==> config.mk <==
export PLATFORM = sky130hd
export DESIGN_NAME = vna_norm
export DESIGN_NICKNAME = d
export VERILOG_FILES = /design/src/sv/vertex_normal_accumulator_assert.svh /design/src/sv/vna_pkg.sv /design/src/sv/vna_norm.sv
export SDC_FILE = /design/constraint.sdc
export NUM_CORES = 2
export LEC_CHECK = 0
export BUFFER_PORTS_ARGS = -buffer_cell sky130_fd_sc_hd__buf_2
export CORE_UTILIZATION = 55
export CTS_BUF_LIST = sky130_fd_sc_hd__clkbuf_4 sky130_fd_sc_hd__clkbuf_8
export DETAILED_ROUTE_END_ITERATION = 6
export PLACE_DENSITY_LB_ADDON = 0.08
export SYNTH_ARGS = -nofsm -noshare
export SYNTH_HDL_FRONTEND = slang
export SYNTH_SLANG_ARGS = --single-unit
==> constraint.sdc <==
create_clock -name clk -period 13.96 [get_ports clk]
set_input_delay 2.792 -clock clk [delete_from_list [all_inputs] [get_ports clk]]
set_output_delay 2.792 -clock clk [all_outputs]
set_load 0.05 [all_outputs]
==> src/sv/vertex_normal_accumulator_assert.svh <==
// Assertion macros for the vertex normal accumulator.
`ifndef VERTEX_NORMAL_ACCUMULATOR_ASSERT_SVH
`define VERTEX_NORMAL_ACCUMULATOR_ASSERT_SVH
`ifndef SYNTHESIS
`define VNA_ASSERT_IMPL(label, clk, rst, ante, cons) \
  label: assert property (@(posedge clk) disable iff (rst) (ante) |-> (cons)) \
    else $error("assertion failed: label");
`define VNA_ASSERT_NEXT(label, clk, rst, ante, cons) \
  label: assert property (@(posedge clk) disable iff (rst) (ante) |=> (cons)) \
    else $error("assertion failed: label");
`else
`define VNA_ASSERT_IMPL(label, clk, rst, ante, cons)
`define VNA_ASSERT_NEXT(label, clk, rst, ante, cons)
`endif
`endif

==> src/sv/vna_pkg.sv <==
package vna_pkg;

  localparam int unsigned OpcodeWidth = 2;
  localparam int unsigned StatusWidth = 2;
  localparam int unsigned CountWidth  = 11;
  localparam int unsigned SqWidth     = 64;
  localparam int unsigned MagWidth    = 31;
  localparam int unsigned QuotWidth   = 16;

  typedef enum logic [OpcodeWidth-1:0] {
    OP_LOAD = 2'd0,
    OP_FACE = 2'd1,
    OP_READ = 2'd2,
    OP_NONE = 2'd3
  } opcode_t;

  typedef enum logic [StatusWidth-1:0] {
    ST_OK    = 2'd0,
    ST_RANGE = 2'd1,
    ST_ZERO  = 2'd2,
    ST_SPARE = 2'd3
  } status_t;

  typedef struct packed {
    logic [1:0]         opcode;
    logic [15:0]        vertex_index;
    logic signed [15:0] pos_x;
    logic signed [15:0] pos_y;
    logic signed [15:0] pos_z;
    logic [15:0]        face_a;
    logic [15:0]        face_b;
    logic [15:0]        face_c;
  } in_item_t;

  typedef struct packed {
    logic [1:0]         status;
    logic signed [15:0] normal_x;
    logic signed [15:0] normal_y;
    logic signed [15:0] normal_z;
  } out_item_t;

  // Request and answer between the controller and the normalizer.
  typedef struct packed {
    logic            start;
    logic [MagWidth-1:0] mx;
    logic [MagWidth-1:0] my;
    logic [MagWidth-1:0] mz;
  } norm_req_t;

  typedef struct packed {
    logic        done;
    logic [15:0] qx;
    logic [15:0] qy;
    logic [15:0] qz;
  } norm_rsp_t;

endpackage

==> src/sv/vna_norm.sv <==
// Iterative normalizer: squares, integer square root one bit a step, then
// three restoring divisions one quotient bit a step.
module vna_norm
  import vna_pkg::*;
(
  input  logic      clk,
  input  logic      rst,
  input  norm_req_t req,
  output norm_rsp_t rsp
);

  typedef enum logic [2:0] {
    S_IDLE, S_SQ, S_SUM, S_ROOT, S_DIV, S_DONE
  } nstate_t;

  nstate_t state;
  logic [MagWidth-1:0] m [3];
  logic [SqWidth-1:0] sq;
  logic [SqWidth-1:0] rem_root;
  logic [SqWidth-1:0] root;
  logic [SqWidth-1:0] bitv;
  logic [1:0] sq_idx;
  logic [1:0] div_idx;
  logic [5:0] div_cnt;
  logic [MagWidth+14:0] num;
  logic [MagWidth+15:0] drem;
  logic [31:0] len;
  logic [16:0] quo;
  logic [15:0] q [3];
  logic done;

  logic [SqWidth-1:0] root_trial;
  logic [MagWidth+15:0] drem_shift;
  logic [2*MagWidth-1:0] sq_term;

  always_comb begin
    root_trial = root + bitv;
    drem_shift = {drem[MagWidth+14:0], num[MagWidth+14]};
    sq_term = m[sq_idx] * m[sq_idx];
  end

  // Square, root and division sequencer.
  always_ff @(posedge clk) begin
    if (rst) begin
      state <= S_IDLE;
      done <= 1'b0;
    end else begin
      done <= 1'b0;
      case (state)
        S_IDLE: begin
          if (req.start) begin
            m[0] <= req.mx;
            m[1] <= req.my;
            m[2] <= req.mz;
            sq <= '0;
            sq_idx <= 2'd0;
            state <= S_SQ;
          end
        end
        S_SQ: begin
          sq <= sq + SqWidth'(sq_term);
          if (sq_idx == 2'd2) begin
            state <= S_SUM;
          end
          sq_idx <= sq_idx + 2'd1;
        end
        S_SUM: begin
          rem_root <= sq;
          root <= '0;
          bitv <= SqWidth'(1) << 62;
          state <= S_ROOT;
        end
        S_ROOT: begin
          if (bitv != '0) begin
            if (rem_root >= root_trial) begin
              rem_root <= rem_root - root_trial;
              root <= (root >> 1) + bitv;
            end else begin
              root <= root >> 1;
            end
            bitv <= bitv >> 2;
          end else begin
            len <= root[31:0];
            div_idx <= 2'd0;
            num <= {m[0], 14'd0} + (MagWidth+15)'(root[31:1]);
            drem <= '0;
            quo <= '0;
            div_cnt <= 6'd0;
            state <= S_DIV;
          end
        end
        S_DIV: begin
          if (div_cnt == 6'(MagWidth + 15)) begin
            q[div_idx] <= quo[15:0];
            if (div_idx == 2'd2) begin
              state <= S_DONE;
            end else begin
              num <= {m[div_idx + 2'd1], 14'd0} + (MagWidth+15)'(len[31:1]);
              drem <= '0;
              quo <= '0;
              div_cnt <= 6'd0;
            end
            div_idx <= div_idx + 2'd1;
          end else begin
            num <= num << 1;
            if (drem_shift >= (MagWidth+16)'(len)) begin
              drem <= drem_shift - (MagWidth+16)'(len);
              quo <= {quo[15:0], 1'b1};
            end else begin
              drem <= drem_shift;
              quo <= {quo[15:0], 1'b0};
            end
            div_cnt <= div_cnt + 6'd1;
          end
        end
        S_DONE: begin
          done <= 1'b1;
          state <= S_IDLE;
        end
        default: state <= S_IDLE;
      endcase
    end
  end

  assign rsp.done = done;
  assign rsp.qx = q[0];
  assign rsp.qy = q[1];
  assign rsp.qz = q[2];

endmodule

==> flow_metrics.tcl <==
set metrics [dict create \
    crit_path_frequent_cell "fa_1" \
    hold_path_class "reg2reg" \
    antenna_left 0 \
    met3_length_um 13000 \
    ys_ff_latch 521 \
    first_pass_iters 7 \
    nNetsFinal 7974 \
    setup_violations 0 \
    routed_wirelength_um 180000 \
    criticalPathCategory "reg2reg" \
    ys_types 95 \
    crit_path_max_fanout 22 \
    post_cts_buffers 0 \
    crit_end "sq[49]" \
    cts_tree "done" \
    crit_cells 34 \
    vias 47200 \
    drc 2 \
    cpPeakStageDelay_ns 0.87 \
    violations "DRC" \
    cp-start-kind "register" \
    drtIter0Drc 3745 \
    die_x_um 337 \
    ff2ff_setup_slack_ns 3.22 \
    crit_path_top_delay_cell "clkinv_1" \
    grt_pass1_vias 48200 \
    clk-insertion-delay-late_ns 0.79 \
    ios 145 \
    outcome "finished with violations" \
    cts.sinks 521 \
    rows 122 \
    grt_usage 0.324 \
    numCtsBuffers 98 \
    final.period_utilization 0.769 \
    die_y_um 337 \
    critPathRequiredTime_ns 14.45 \
    crit_arrival_ns 11.23 \
    finalClockSkew_ns 0.0506 \
    synth_nets 7902 \
    die_area_um2 114000 \
    core-area_um2 111000 \
    cp_top_family "adder cells" \
    place.port_buffers 144 \
    synthFlopType "edfxtp_1" \
    yosysSeqAreaShare 0.252 \
    antenna_found_initial 5 \
    final_hold_viol_count 0 \
    cts_hold_buf 0 \
    syn_avg_cell_area_um2 9.45 \
    netlist_area_um2 61700 \
    slew_headroom 0.256 \
    grt_max_degree 110 \
    gp_congestion 0.960 \
    cts_buffer_depth 3 \
    top_layer_used "met5" \
    syn_inst 6532 \
    post_cts_resized 0 \
    wl_met2_um 85700 \
    async_flop_share 0 \
    start_util 0.556 \
    reg2reg_depth 34 \
    slew_violations 0 \
    max_cap_violations 0 \
    root_buffer "clkbuf_8" \
    reg2reg_to "sq[49]" \
    clkTransAtPathRegs_ns 0.07 \
    timing.fmax_mhz 93.1 \
    area_delta_synth_final_pct 7.11 \
    drive_above_1_share 0.0706 \
    dp_hpwl_um 142000 \
    grt_first_pass_wirelength_um 280000 \
    wl_met1_um 72600 \
    vias_per_cell 5.78 \
    rsz0062_at_grt "false" \
    tns_ns 0 \
    htreeDepth 3 \
    critPathCaptureType "register" \
    finalWorstPathRequiredPeriod_ns 10.74 \
    overflow 0 \
    synth_edf_count 515 \
    crit_buf_inv 9 \
    yosysWarnings 0 \
    wire_per_inst_um 22.0 \
    tightest_slew_ns 1.11 \
]
## placed cells by master, fill, tap and decap left out, types with 28 or more instances in the layout
master / n
a211oi_1: 62
a21o_1: 129
a21oi_1: 306
a31oi_1: 94
and2_1: 57
and3_1: 50
buf_2: 144
buf_4: 80
clkbuf_8: 100
clkinv_1: 35
edfxtp_1: 515
fa_1: 803
ha_1: 470
inv_1: 1136
mux2i_1: 70
nand2_1: 670
nand2b_1: 28
nand3_1: 79
nand4_1: 69
nor2_1: 576
nor2b_1: 44
nor3_1: 71
o21a_1: 51
o21ai_0: 254
o21bai_1: 55
or3_1: 33
xnor2_1: 175
xor2_1: 166
## final cells by class
class,instances,area (µm²)
Antenna cell,3,7.51
Multi-Input combinational cell,4612,41000
Clock buffer,122,1540
Timing Repair Buffer,224,1320
Fill cell,9609,44900
Clock inverter,58,490
Sequential cell,521,15600
Tap cell,1488,1860
Inverter,1147,4310
## synthesized netlist by cell type (all sizes together), types with 6 or more instances
library cell / number / area, µm²
a31o: 22 / 193
o31ai: 22 / 165
or4: 7 / 52.6
xnor2: 175 / 1530
o21ai: 287 / 1450
a41oi: 8 / 70.1
and3: 51 / 319
edfxtp: 515 / 15500
nor3b: 8 / 60.1
nand3: 80 / 400
a211oi: 64 / 490
nand2b: 28 / 175
clkbuf: 216 / 815
buf: 36 / 158
and2: 61 / 383
a211o: 7 / 61.3
xor2: 166 / 1450
nor2b: 44 / 275
o21bai: 55 / 413
inv: 1136 / 4260
ha: 471 / 5890
o2111ai: 6 / 52.6
nand4: 69 / 432
o22ai: 9 / 56.3
o211ai: 19 / 153
clkinv: 11 / 41.3
mux2i: 70 / 701
a21oi: 309 / 1550
nor2: 580 / 2190
a221oi: 11 / 120
o41ai: 6 / 67.6
nand2: 672 / 2520
a31oi: 94 / 588
or3: 34 / 218
dfxtp: 6 / 120
nor4: 21 / 131
nor3: 73 / 370
or2: 17 / 106
fa: 803 / 16100
a21boi: 11 / 86.3
a21o: 129 / 968
o21a: 51 / 383
o211a: 6 / 60.1
## worst min-delay path by stage
stage,to,from,cells past startpoint
after floorplan,len[0],root[0],0
after global placement,len[0],root[0],0
after detailed placement,len[0],root[0],0
after CTS,len[0],root[0],0
after global routing,q[0][15],quo[15],0
final,len[0],root[0],0
## state kept, by name (all words and copies together), names as in the netlist, named ones only
name,cells
bitv,32
rem_root,64
state,3
m,93
drem,46
div_cnt,6
q,48
div_idx,2
done,1
quo,16
len,32
sq,64
num,46
sq_idx,2
root,64
## metrics by stage
step | hold slack [ns] | util | cell area (µm²) | instances | setup slack, ns
global route | 0.503 | 0.596 | 66100 | 8173 | 2.87
finish | 0.489 | 0.596 | 66100 | 8175 | 3.22
detailed placement | 0.473 | 0.577 | 64100 | 7992 | 3.61
CTS | 0.496 | 0.596 | 66100 | 8172 | 3.52
floorplan | 0.433 | - | 61700 | 6532 | 3.46
global placement | 0.461 | 0.577 | 64100 | 7992 | 3.71
## routing by layer
layer / vias to the layer above / GRT usage
met5: - / 0
met4: 6 / 0.141
met2: 1767 / 0.532
met3: 427 / 0.0582
li1: 21700 / -
met1: 23300 / 0.420
## logic make-up (layout without fill, tap and decap cells)
| group | count (synthesis) | in the layout | share of synthesized area |
|---|---|---|---|
| buffers and inverters | 1399 | 1551 | 0.0855 |
| AND/OR/NAND/NOR | 1763 | 1763 | 0.126 |
| multiplexers | 72 | 72 | 0.0117 |
| other | 0 | 3 | 0 |
| flip-flops | 521 | 521 | 0.252 |
| AO/OA/AOI/OAI | 1161 | 1161 | 0.120 |
| XOR/XNOR | 341 | 341 | 0.0484 |
| adder cells (fa/ha/maj) | 1275 | 1275 | 0.356 |
Power is not shown: default switching activity piles up to over one toggle a cycle in this logic, so the estimate is an artifact.
